--- src/sv/grst_pkg.sv ---
`timescale 1ns / 1ps
package grst_pkg;

  localparam int SLOTS   = 1024;
  localparam int IDX_W   = 10;
  localparam int GEN_W   = 16;
  localparam int TOK_W   = 64;
  localparam int SER_W   = 64;
  localparam int DEPTH_W = 11;
  localparam int REJ_W   = 32;

  // commands
  localparam logic [2:0] CMD_ALLOC    = 3'd0;
  localparam logic [2:0] CMD_RESIDENT = 3'd1;
  localparam logic [2:0] CMD_EVICT    = 3'd2;
  localparam logic [2:0] CMD_RELEASE  = 3'd3;
  localparam logic [2:0] CMD_COLLECT  = 3'd4;
  localparam logic [2:0] CMD_SHADER   = 3'd5;
  localparam logic [2:0] CMD_TOKEN    = 3'd6;
  localparam logic [2:0] CMD_STATE    = 3'd7;

  // slot states
  localparam logic [1:0] ST_FALLBACK = 2'd0;
  localparam logic [1:0] ST_RESIDENT = 2'd1;
  localparam logic [1:0] ST_NONRES   = 2'd2;
  localparam logic [1:0] ST_RETIRED  = 2'd3;

  // result status codes
  localparam logic [1:0] STS_OK        = 2'd0;
  localparam logic [1:0] STS_REJECT    = 2'd1;
  localparam logic [1:0] STS_EXHAUSTED = 2'd2;

  localparam int SLOT_W = TOK_W + SER_W + GEN_W + 2;

  typedef struct packed {
    logic [TOK_W-1:0] token;
    logic [SER_W-1:0] serial;
    logic [GEN_W-1:0] gen;
    logic [1:0]       st;
  } slot_t;

  // controller to datapath
  typedef struct packed {
    logic clear;
    logic accept;
    logic pop;
    logic exec;
    logic sweep_rd;
    logic sweep_wr;
  } ctl_t;

  // datapath to controller
  typedef struct packed {
    logic stack_empty;
    logic out_free;
    logic ptr_last;
  } sts_t;

endpackage

--- src/sv/grst_ctrl.sv ---
`timescale 1ns / 1ps
module grst_ctrl import grst_pkg::*; (
  input  logic       clk,
  input  logic       rst_n,
  input  logic       in_valid,
  input  logic [2:0] in_cmd,
  output logic       in_stall,
  input  sts_t       sts,
  output ctl_t       ctl
);

  localparam logic [2:0] S_CLEAR = 3'd0;
  localparam logic [2:0] S_IDLE  = 3'd1;
  localparam logic [2:0] S_POP   = 3'd2;
  localparam logic [2:0] S_EXEC  = 3'd3;
  localparam logic [2:0] S_SWRD  = 3'd4;
  localparam logic [2:0] S_SWWR  = 3'd5;

  logic [2:0] state_r, state_nxt;
  logic       acc;

  assign in_stall = (state_r != S_IDLE);
  assign acc      = in_valid && !in_stall;

  // next state and commands
  always_comb begin
    state_nxt = state_r;
    ctl       = '0;
    case (state_r)
      S_CLEAR: begin
        ctl.clear = 1'b1;
        if (sts.ptr_last) state_nxt = S_IDLE;
      end
      S_IDLE: begin
        if (acc) begin
          ctl.accept = 1'b1;
          if (in_cmd == CMD_ALLOC && !sts.stack_empty) state_nxt = S_POP;
          else if (in_cmd == CMD_COLLECT) state_nxt = S_SWRD;
          else state_nxt = S_EXEC;
        end
      end
      S_POP: begin
        ctl.pop   = 1'b1;
        state_nxt = S_EXEC;
      end
      S_EXEC: begin
        if (sts.out_free) begin
          ctl.exec  = 1'b1;
          state_nxt = S_IDLE;
        end
      end
      S_SWRD: begin
        ctl.sweep_rd = 1'b1;
        state_nxt    = S_SWWR;
      end
      S_SWWR: begin
        ctl.sweep_wr = 1'b1;
        state_nxt    = sts.ptr_last ? S_EXEC : S_SWRD;
      end
      default: state_nxt = S_CLEAR;
    endcase
  end

  always_ff @(posedge clk) begin
    if (!rst_n) begin
      state_r <= S_CLEAR;
    end else begin
      state_r <= state_nxt;
    end
  end

endmodule

--- config.mk ---
export PLATFORM = sky130hd
export DESIGN_NAME = grst_ctrl
export DESIGN_NICKNAME = d
export VERILOG_FILES = /design/src/sv/grst_pkg.sv /design/src/sv/grst_ctrl.sv
export SDC_FILE = /design/constraint.sdc
export NUM_CORES = 1
export LEC_CHECK = 0
export ABC_AREA = 1
export BUFFER_PORTS_ARGS = -buffer_cell sky130_fd_sc_hd__buf_2
export CELL_PAD_IN_SITES_DETAIL_PLACEMENT = 1
export CELL_PAD_IN_SITES_GLOBAL_PLACEMENT = 2
export CORE_UTILIZATION = 17
export CTS_CLUSTER_SIZE = 8
export DETAILED_ROUTE_END_ITERATION = 6
export PLACE_DENSITY_LB_ADDON = 0.1
export SLEW_MARGIN = 10
export SYNTH_ARGS = -nofsm -noshare
export SYNTH_HDL_FRONTEND = slang
export SYNTH_SLANG_ARGS = --single-unit
--- constraint.sdc ---
create_clock -name clk -period 1.3 [get_ports clk]
set_input_delay 0.13 -clock clk [delete_from_list [all_inputs] [get_ports clk]]
set_output_delay 0.13 -clock clk [all_outputs]
set_load 0.02 [all_outputs]
==> metrics, run 1 <==
most frequent cell after synthesis=nand2_1; Final TNS setup=0 ns; CP max stage cell=dfxtp_1; maximum root-to-sink buffer count=2; Largest register FFs=3; number of vias per cell=between 4 and 5; via count=358; Die ar.=~0.0017 sq mm; Worst Clk Skew=~0.0086 ns; CTS clk-pin slew, worst paths=roughly 0.030 ns; DR WL met2=approximately 380 um; die width=between 40 and 50 um; overall power=548 uW; worst setup path endpoint=ctl[4]; Gate Count Post-Synth=49; layout cell share with drive strength beyond 1=between 30% and 40%; worst setup margin=0.0804 ns; worst-path fanout max=7; DP Worst Slack=approximately 0.15 ns; hold_buf cts=0; initial antenna violation count=0; setup bufs post-CTS=0; # fillers=194; drt pass-1 iters=4; crit path capture type=output pin; RSZ-0062 raised after global routing=false; Leakage=~0.23 nW; Congestion Overflow GR=0; Synth area leader=dfxtp_1; largest registers=state_r (3); Core ar.=0.00138 sq mm; Final setup viols=0; initial DRC count=5; synth warn=0; fmax=820 MHz; Worst path depth=4; Clock Latency Late Sink=between 0.2 and 0.25 ns; Critical Path RT=around 1.2 ns; register area share after synthesis=22.4%; WL met3=between 30 and 40 um; kind of cell adding the most delay to the critical path=flip-flops; DRT Wirelength=802 um; Synth Net Count=58; Clock Sinks=3; Post-synth top cells=10 x nand2_1, 9 x inv_1, 7 x nor2_1; post-route ant nets=0; critical path startpoint=state_r[2]; top cell type's share of synthesized area=about 22%; CP startpoint kind=register; r2r startpoint=state_r[1]; mapped cell area=roughly 270 sq um; CTS root buf=clkbuf_4; post-synthesis cell type count=13; Worst-Margin Slew=about 0.25 ns; I/O Pins=16; CP Data Arrival Time=1.09 ns; Layout Utilization=roughly 28%; post-CTS sizing=0; Layout area overhead=45.3%; Post-DP HPWL=roughly 680 um; Worst R2R Path Depth=7; DRC=0; Std-Cell Rows=13; largest net degree at the start of global routing=8; Crit path buffers/inverters=2; worst relative slew slack=83.5%; layout net count=between 70 and 80; RR Endpoint=state_r[1]; Tmin final=approximately 1.2 ns; Final Max Slew Viols=0; Reg with most FFs=state_r; first-pass GRT wire length=roughly 1300 um; Final period util=between 90% and 100%; post-synthesis register bit count=3; CTS tree=built; CP max stage delay=0.35 ns; cell area power density=around 1400 mW/mm^2; met1 wire length=~370 um; Die Ht=between 40 and 50 um; Final GP Congestion=0.674; Port Buf Inserts=15; initial core utilization=19.4%; worst vdd ir=0.625 mV; Hold WC Path Type=in2reg; R2R Setup Slk=0.16 ns; Most used DFF post-synth=dfxtp_1; Setup CP Type=reg2out; synth top area cells=dfxtp_1 22%, nand2_1 14%, inv_1 13%, nor2_1 9.8%, nand3_1 9.3%; DR top layer=met4; Async SR Flop Fraction=0%; max_cap viols=0; Hold Fails Final Rpt=0; outcome=finished clean; GRT Util Overall=9.86%; H-tree level count=1; Post-synth EDFFs=0; Cell Chain, Critical Path=inv_2, nand3_2, nor2_1, buf_2; n_diodes=0; drt wl/cell=around 9.7 um; Avg Cell Area, Syn=between 5 and 6 sq um; cts bufs inserted=3; vias in the first global route=approximately 340
power by group:
| part | switching [mW] | leakage [nW] | total, mW | internal, mW |
|---|---|---|---|---|
| Clock | 0.0524 | 0.0150 | 0.168 | 0.115 |
| Sequential | 0.0288 | 0.0248 | 0.138 | 0.110 |
| Combinational | 0.155 | 0.188 | 0.242 | 0.0866 |
worst min-delay path, cell delays in order:
cell and delay (ns):
buf_2 0.07, inv_1 0.05, nor2_1 0.09
metrics by stage:
stage / area (sq um) / cells / hold WS, ns
3_5_place_dp: 362 / 79 / 0.395
6_report: 389 / 83 / 0.147
4_1_cts: 388 / 83 / 0.152
2_1_floorplan: 268 / 49 / 0.280
3_3_place_gp: 362 / 79 / 0.395
5_1_grt: 389 / 83 / 0.167
how the worst min path moves through the flow:
| stage | startpoint | to | slack (ns) | cells past startpoint |
|---|---|---|---|---|
| 2_1_floorplan | rst_n | state_r[2] | 0.28 | 2 |
| 3_3_place_gp | rst_n | state_r[0] | 0.39 | 3 |
| 3_5_place_dp | rst_n | state_r[2] | 0.39 | 3 |
| 4_1_cts | rst_n | state_r[2] | 0.15 | 3 |
| 5_1_grt | rst_n | state_r[0] | 0.17 | 3 |
| 6_report | rst_n | state_r[2] | 0.15 | 3 |
placed cells by master, fill, tap and decap left out:
| master | count |
|---|---|
| dfxtp_2 | 1 |
| inv_1 | 9 |
| nor2_1 | 7 |
| nor2_2 | 3 |
| o211ai_1 | 1 |
| buf_2 | 15 |
| clkbuf_4 | 3 |
| nand3_1 | 5 |
| nor3_1 | 1 |
| clkbuf_1 | 1 |
| nand2_1 | 10 |
| nand3_2 | 1 |
| dfxtp_1 | 2 |
| nand4_1 | 1 |
| o21ai_0 | 3 |
| inv_2 | 2 |
| a21oi_1 | 3 |
metal layers:
layer / vias to the layer above / track usage (%)
li1: 191 / -
met2: 10 / 15.9
met1: 155 / 11.0
met4: 0 / 7.74
met3: 2 / 2.17
met5: - / 0
cells by family (layout without fill, tap and decap cells):
| kind of cell | after synthesis | after routing | synth area share (%) |
|---|---|---|---|
| simple gates | 28 | 28 | 48.1 |
| compound gates | 7 | 7 | 14.0 |
| flops | 3 | 3 | 22.4 |
| buf+inv | 11 | 30 | 15.4 |
area by class of cell:
| cell class | count | area [sq um] | share of cell area, % |
|---|---|---|---|
| multi-input cells | 35 | 166 | 42.8 |
| well taps | 15 | 18.8 | 4.82 |
| repair buffers | 15 | 75.1 | 19.3 |
| clock buffers | 4 | 26.3 | 6.75 |
| flip-flops and latches | 3 | 61.3 | 15.8 |
| inverters | 11 | 41.3 | 10.6 |
Note: power is estimated with default switching activity, not from simulation.
==> inputs of run 2 (changes only) <==
--- a/config.mk
+++ b/config.mk
@@ -9,7 +9,7 @@
 export BUFFER_PORTS_ARGS = -buffer_cell sky130_fd_sc_hd__buf_2
 export CELL_PAD_IN_SITES_DETAIL_PLACEMENT = 1
 export CELL_PAD_IN_SITES_GLOBAL_PLACEMENT = 2
-export CORE_UTILIZATION = 17
+export CORE_UTILIZATION = 18
 export CTS_CLUSTER_SIZE = 8
 export DETAILED_ROUTE_END_ITERATION = 6
 export PLACE_DENSITY_LB_ADDON = 0.1
==> constraint.sdc (replaced) <==
create_clock -name clk -period 1.5 [get_ports clk]
set_input_delay 0.15 -clock clk [delete_from_list [all_inputs] [get_ports clk]]
set_output_delay 0.15 -clock clk [all_outputs]
set_load 0.02 [all_outputs]
==> metrics, run 2 (same netlist as run 1, synthesis figures left out) <==
outcome=finished clean; setup bufs post-CTS=0 (unchanged); commonest non-fill, non-tap cell in the layout=buf_2; RSZ-0062 raised after global routing=false; Core ar.=0.00135 sq mm (-2.4%); Hold WC Path Type=in2reg; first-pass GRT wire length=1370 um (+5.9%); Tmin final=between 1 and 1.5 ns; storage element area=60.1 sq um (-2.0%); drt wl/cell=9.86 um (+2.0%); GRT Util Overall=12.2% (+2.4 points); post-CTS sizing=0 (unchanged); Worst Clk Skew=0.00167 ns (-0.00695 ns); Worst-Margin Slew=0.256 ns (+0.00924 ns); hold_buf cts=0 (unchanged); Hold Path Depth=3 (unchanged); CP startpoint kind=register; RR Endpoint=state_r[0]; largest net degree at the start of global routing=8 (unchanged); worst-path fanout max=7 (unchanged); Area after DPL=362 sq um (unchanged); number of vias per cell=4.30 (-0.28%); Congestion Overflow GR=0 (unchanged); Final period util=around 86%; worst setup margin=0.203 ns (+0.122 ns); Layout Utilization=28.7% (+0.59 points); Finished Cell Area=388 sq um (-0.32%); R2R Setup Slk=0.31 ns (+0.15 ns); drt pass-1 iters=2 (-2); Setup CP Type=reg2out; layout cell share with drive strength beyond 1=35.3% (-1.5 points); CTS clk-pin slew, worst paths=0.04 ns (about the same); HP Start=rst_n; placed cells=79 (unchanged); largest registers=state_r (3); n_diodes=0 (unchanged); maximum root-to-sink buffer count=2 (unchanged); Layout area overhead=44.9%; die width=40.6 um (-2.7%); initial antenna violation count=0 (unchanged); Final Non-Filler Cells=83 (unchanged); critical path startpoint=state_r[0]; DRT Wirelength=818 um (+2.0%); Worst R2R Path Depth=6 (-1); multi-input logic area=166 sq um (unchanged); layout net count=78 (unchanged); worst vdd ir=0.351 mV (-44%); fmax=approximately 770 MHz; most frequent cells in the layout=15 x buf_2, 10 x nand2_1, 9 x inv_1; Post-DP HPWL=689 um (+1.8%); max_cap viols=0 (unchanged); DRC=0 (unchanged); H-tree level count=1 (unchanged); CP Data Arrival Time=1.15 ns (+0.06 ns); Die Ht=40.6 um (-2.7%); Largest register FFs=3 (unchanged); vias in the first global route=350 (+1.7%); post-route ant nets=0 (unchanged); cts bufs inserted=3 (unchanged); CTS root buf=clkbuf_4; Final Max Slew Viols=0 (unchanged); worst relative slew slack=82.9% (-0.62 points); Critical Path RT=1.35 ns (+0.18 ns); Final TNS setup=0 ns (unchanged); Reg with most FFs=state_r; Clock Latency Late Sink=0.23 ns (about the same); Die ar.=0.00165 sq mm (-5.3%); crit path capture type=output pin; Std-Cell Rows=13 (unchanged); via count=357 (-0.28%); CTS tree=built; I/O Pins=16 (unchanged); overall power=471 uW (-14%); Port Buf Inserts=15 (unchanged); # fillers=194 (unchanged); initial core utilization=19.8% (+0.47 points); r2r startpoint=state_r[0]; DP Worst Slack=0.319 ns (+0.171 ns); Final setup viols=0 (unchanged); Final GP Congestion=0.730 (+8.3%); Worst Hold End=state_r[1]; Clock Sinks=3 (unchanged); initial DRC count=1 (-4); Leakage=0.228 nW (-0.11%); cell area power density=1210 mW/mm^2 (-14%); hold_ws=0.192 ns (+0.0446 ns); Hold Fails Final Rpt=0 (unchanged)
==> run 2: critical path, stage by stage, from the launching register on <==
cell and delay (ns):
dfxtp_1 0.45, nand2_1 0.13, nor2_2 0.15, buf_2 0.19
==> run 2: worst max path at each step <==
| stage | endpoint | cells after the start | slack (ns) |
|---|---|---|---|
| 2_1_floorplan | state_r[1] | 6 | 0.40 |
| 3_3_place_gp | state_r[0] | 6 | 0.29 |
| 3_5_place_dp | state_r[0] | 6 | 0.32 |
| 4_1_cts | ctl[0] | 3 | 0.19 |
| 5_1_grt | ctl[0] | 3 | 0.11 |
| 6_report | ctl[0] | 3 | 0.20 |
==> run 2: report_power, final <==
group	switching [mW]	leakage [nW]	internal, mW
logic	0.134	0.188	0.0748
clock network	0.0447	0.0150	0.0999
registers	0.0245	0.0246	0.0932
total	0.203	0.228	0.268
==> run 2: routing by layer <==
metal,vias up,wire [um],track usage (%)
met2,8,428,23.4
met1,158,359,14.0
met5,-,0,0
met3,0,29,0
li1,191,-,-
met4,0,0,5.00
==> run 2: cell type report <==
cell class,instances,area share (%)
tap,15,4.84
sequential,3,15.5
clock buffer,4,6.77
inverter,11,10.6
multi-input combinational,35,42.9
timing repair buffer,15,19.4
==> inputs of run 3 (changes only) <==
--- a/config.mk
+++ b/config.mk
@@ -6,12 +6,13 @@
 export NUM_CORES = 1
 export LEC_CHECK = 0
 export ABC_AREA = 1
-export BUFFER_PORTS_ARGS = -buffer_cell sky130_fd_sc_hd__buf_2
 export CELL_PAD_IN_SITES_DETAIL_PLACEMENT = 1
 export CELL_PAD_IN_SITES_GLOBAL_PLACEMENT = 2
-export CORE_UTILIZATION = 18
+export CORE_AREA = 2 2 39 41
 export CTS_CLUSTER_SIZE = 8
 export DETAILED_ROUTE_END_ITERATION = 6
+export DIE_AREA = 0 0 41 43
+export DONT_BUFFER_PORTS = 1
 export PLACE_DENSITY_LB_ADDON = 0.1
 export SLEW_MARGIN = 10
 export SYNTH_ARGS = -nofsm -noshare
==> metrics, run 3 (same netlist as run 1, synthesis figures left out) <==
worst vdd ir=0.483 mV (+37%); largest registers=state_r (3); Final setup viols=0 (unchanged); Worst-Margin Slew=0.383 ns (+0.127 ns); most frequent cells in the layout=10 x nand2_1, 9 x inv_1, 6 x nor2_1; Die Ht=43 um (+6.0%); CP max stage delay=0.35 ns (-0.10 ns); CP Data Arrival Time=1.19 ns (+0.04 ns); n_diodes=0 (unchanged); Final GP Congestion=0.658 (-9.9%); setup bufs post-CTS=0 (unchanged); Std-Cell Rows=14 (+1); Congestion Overflow GR=0 (unchanged); Cell Chain, Critical Path=inv_2, nand3_2, nor2_2; # fillers=198 (+2.1%); CP max stage cell=dfxtp_1; initial core utilization=19.3% (-0.48 points); I/O Pins=16 (unchanged); maximum root-to-sink buffer count=2 (unchanged); outcome=finished clean; DRT Wirelength=784 um (-4.2%); max_cap viols=0 (unchanged); first-pass GRT wire length=1260 um (-8.1%); r2r startpoint=state_r[2]; placed cells=67 (-15%); Final TNS setup=0 ns (unchanged); Reg with most FFs=state_r; CTS clk-pin slew, worst paths=0.04 ns (about the same); largest net degree at the start of global routing=8 (unchanged); GRT Util Overall=10.7% (-1.5 points); Layout area overhead=23.8%; cell area power density=1350 mW/mm^2 (+11%); Leakage=0.172 nW (-24%); worst relative slew slack=74.4% (-8.6 points); Finished Cell Area=332 sq um (-15%); commonest non-fill, non-tap cell in the layout=nand2_1; RR Endpoint=state_r[0]; Worst Hold End=state_r[2]; worst-path fanout max=7 (unchanged); vias in the first global route=328 (-6.3%); Setup CP Type=reg2out; drt pass-1 iters=2 (unchanged); Hold WC Path Type=in2reg; layout cell share with drive strength beyond 1=21.8% (-13 points); initial antenna violation count=0 (unchanged); Core ar.=0.00138 sq mm (+2.5%); Final period util=89.7% (+3.2 points); RSZ-0062 raised after global routing=false; CTS root buf=clkbuf_4; Port Buf Inserts=0 (-15); initial DRC count=3 (+2); Tmin final=1.34 ns (+0.0473 ns); CTS tree=built; cts bufs inserted=3 (unchanged); hold_buf cts=0 (unchanged); via count=327 (-8.4%); Critical Path RT=1.35 ns (about the same); Worst R2R Path Depth=6 (unchanged); Area after DPL=303 sq um (-16%); die width=41 um (+1.1%); fmax=744 MHz (-3.5%); HP Start=rst_n; Hold Fails Final Rpt=0 (unchanged); R2R Setup Slk=0.32 ns (about the same); crit path capture type=output pin; Clock Latency Late Sink=0.23 ns (about the same); Final Non-Filler Cells=71 (-14%); Largest register FFs=3 (unchanged); layout net count=65 (-17%); post-route ant nets=0 (unchanged); overall power=447 uW (-5.2%); Die ar.=0.00176 sq mm (+7.1%); Hold Path Depth=2 (-1); DRC=0 (unchanged); drt wl/cell=11.0 um (+12%); Post-DP HPWL=687 um (-0.28%); Clock Sinks=3 (unchanged); H-tree level count=1 (unchanged); Worst Clk Skew=0.000532 ns (-0.00114 ns); number of vias per cell=4.61 (+7.1%); CP startpoint kind=register; Final Max Slew Viols=0 (unchanged)
-- run 3: timing repair --
action                                  in CTS  in global routing
resized for setup                            0                  1
endpoints found under the hold margin        0                  0
endpoints found under the setup margin       0                  1
-- run 3: power breakdown --
part | total [mW] | internal, mW | switching, mW | leakage [nW]
clock | 0.139 | 0.0996 | 0.0398 | 0.0150
sequential | 0.116 | 0.0933 | 0.0228 | 0.0246
combinational | 0.191 | 0.0626 | 0.129 | 0.133
total | 0.447 | 0.255 | 0.191 | 0.172
-- run 3: worst max-delay path by stage --
stage                     startpoint    endpoint  slack, ns  cells after the start
after floorplan           state_r[0]  state_r[1]       0.40                      6
after global placement    state_r[0]  state_r[2]       0.30                      7
after detailed placement  state_r[2]      ctl[4]       0.30                      3
after CTS                 state_r[2]      ctl[4]       0.05                      3
after global routing      state_r[2]      ctl[4]       0.08                      3
final                     state_r[2]      ctl[4]       0.16                      3
-- run 3: metal layers --
metal | track usage [%] | part of all wire, %
met1 | 11.1 | 38
met2 | 17.5 | 56
met3 | 3.66 | 4.0
met4 | 6.00 | 1.8
met5 | 0 | 0
-- run 3: critical path: cells and delay by family, from the launching register on --
kind,cells,cell delay [ns]
flops,1,0.35
buf+inv,1,0.14
simple gates,2,0.47
-- run 3: area by class of cell --
cell class                 count  area, sq um  area share [%]
clock buffer                   4         26.3            7.92
timing repair buffer           2         15.0            4.53
multi-input combinational     35          169            50.9
sequential                     3         60.1            18.1
tap                           16         20.0            6.04
inverter                      11         41.3            12.5
-- run 3: metrics by stage --
step	hold slack (ns)	worst slack, ns	util [%]
after global placement	0.328	0.300	21.9
after detailed placement	0.326	0.304	21.9
after global routing	0.0830	0.0788	24.0
after CTS	0.0829	0.0525	23.8
final	0.0847	0.155	24.0
after floorplan	0.300	0.402	-
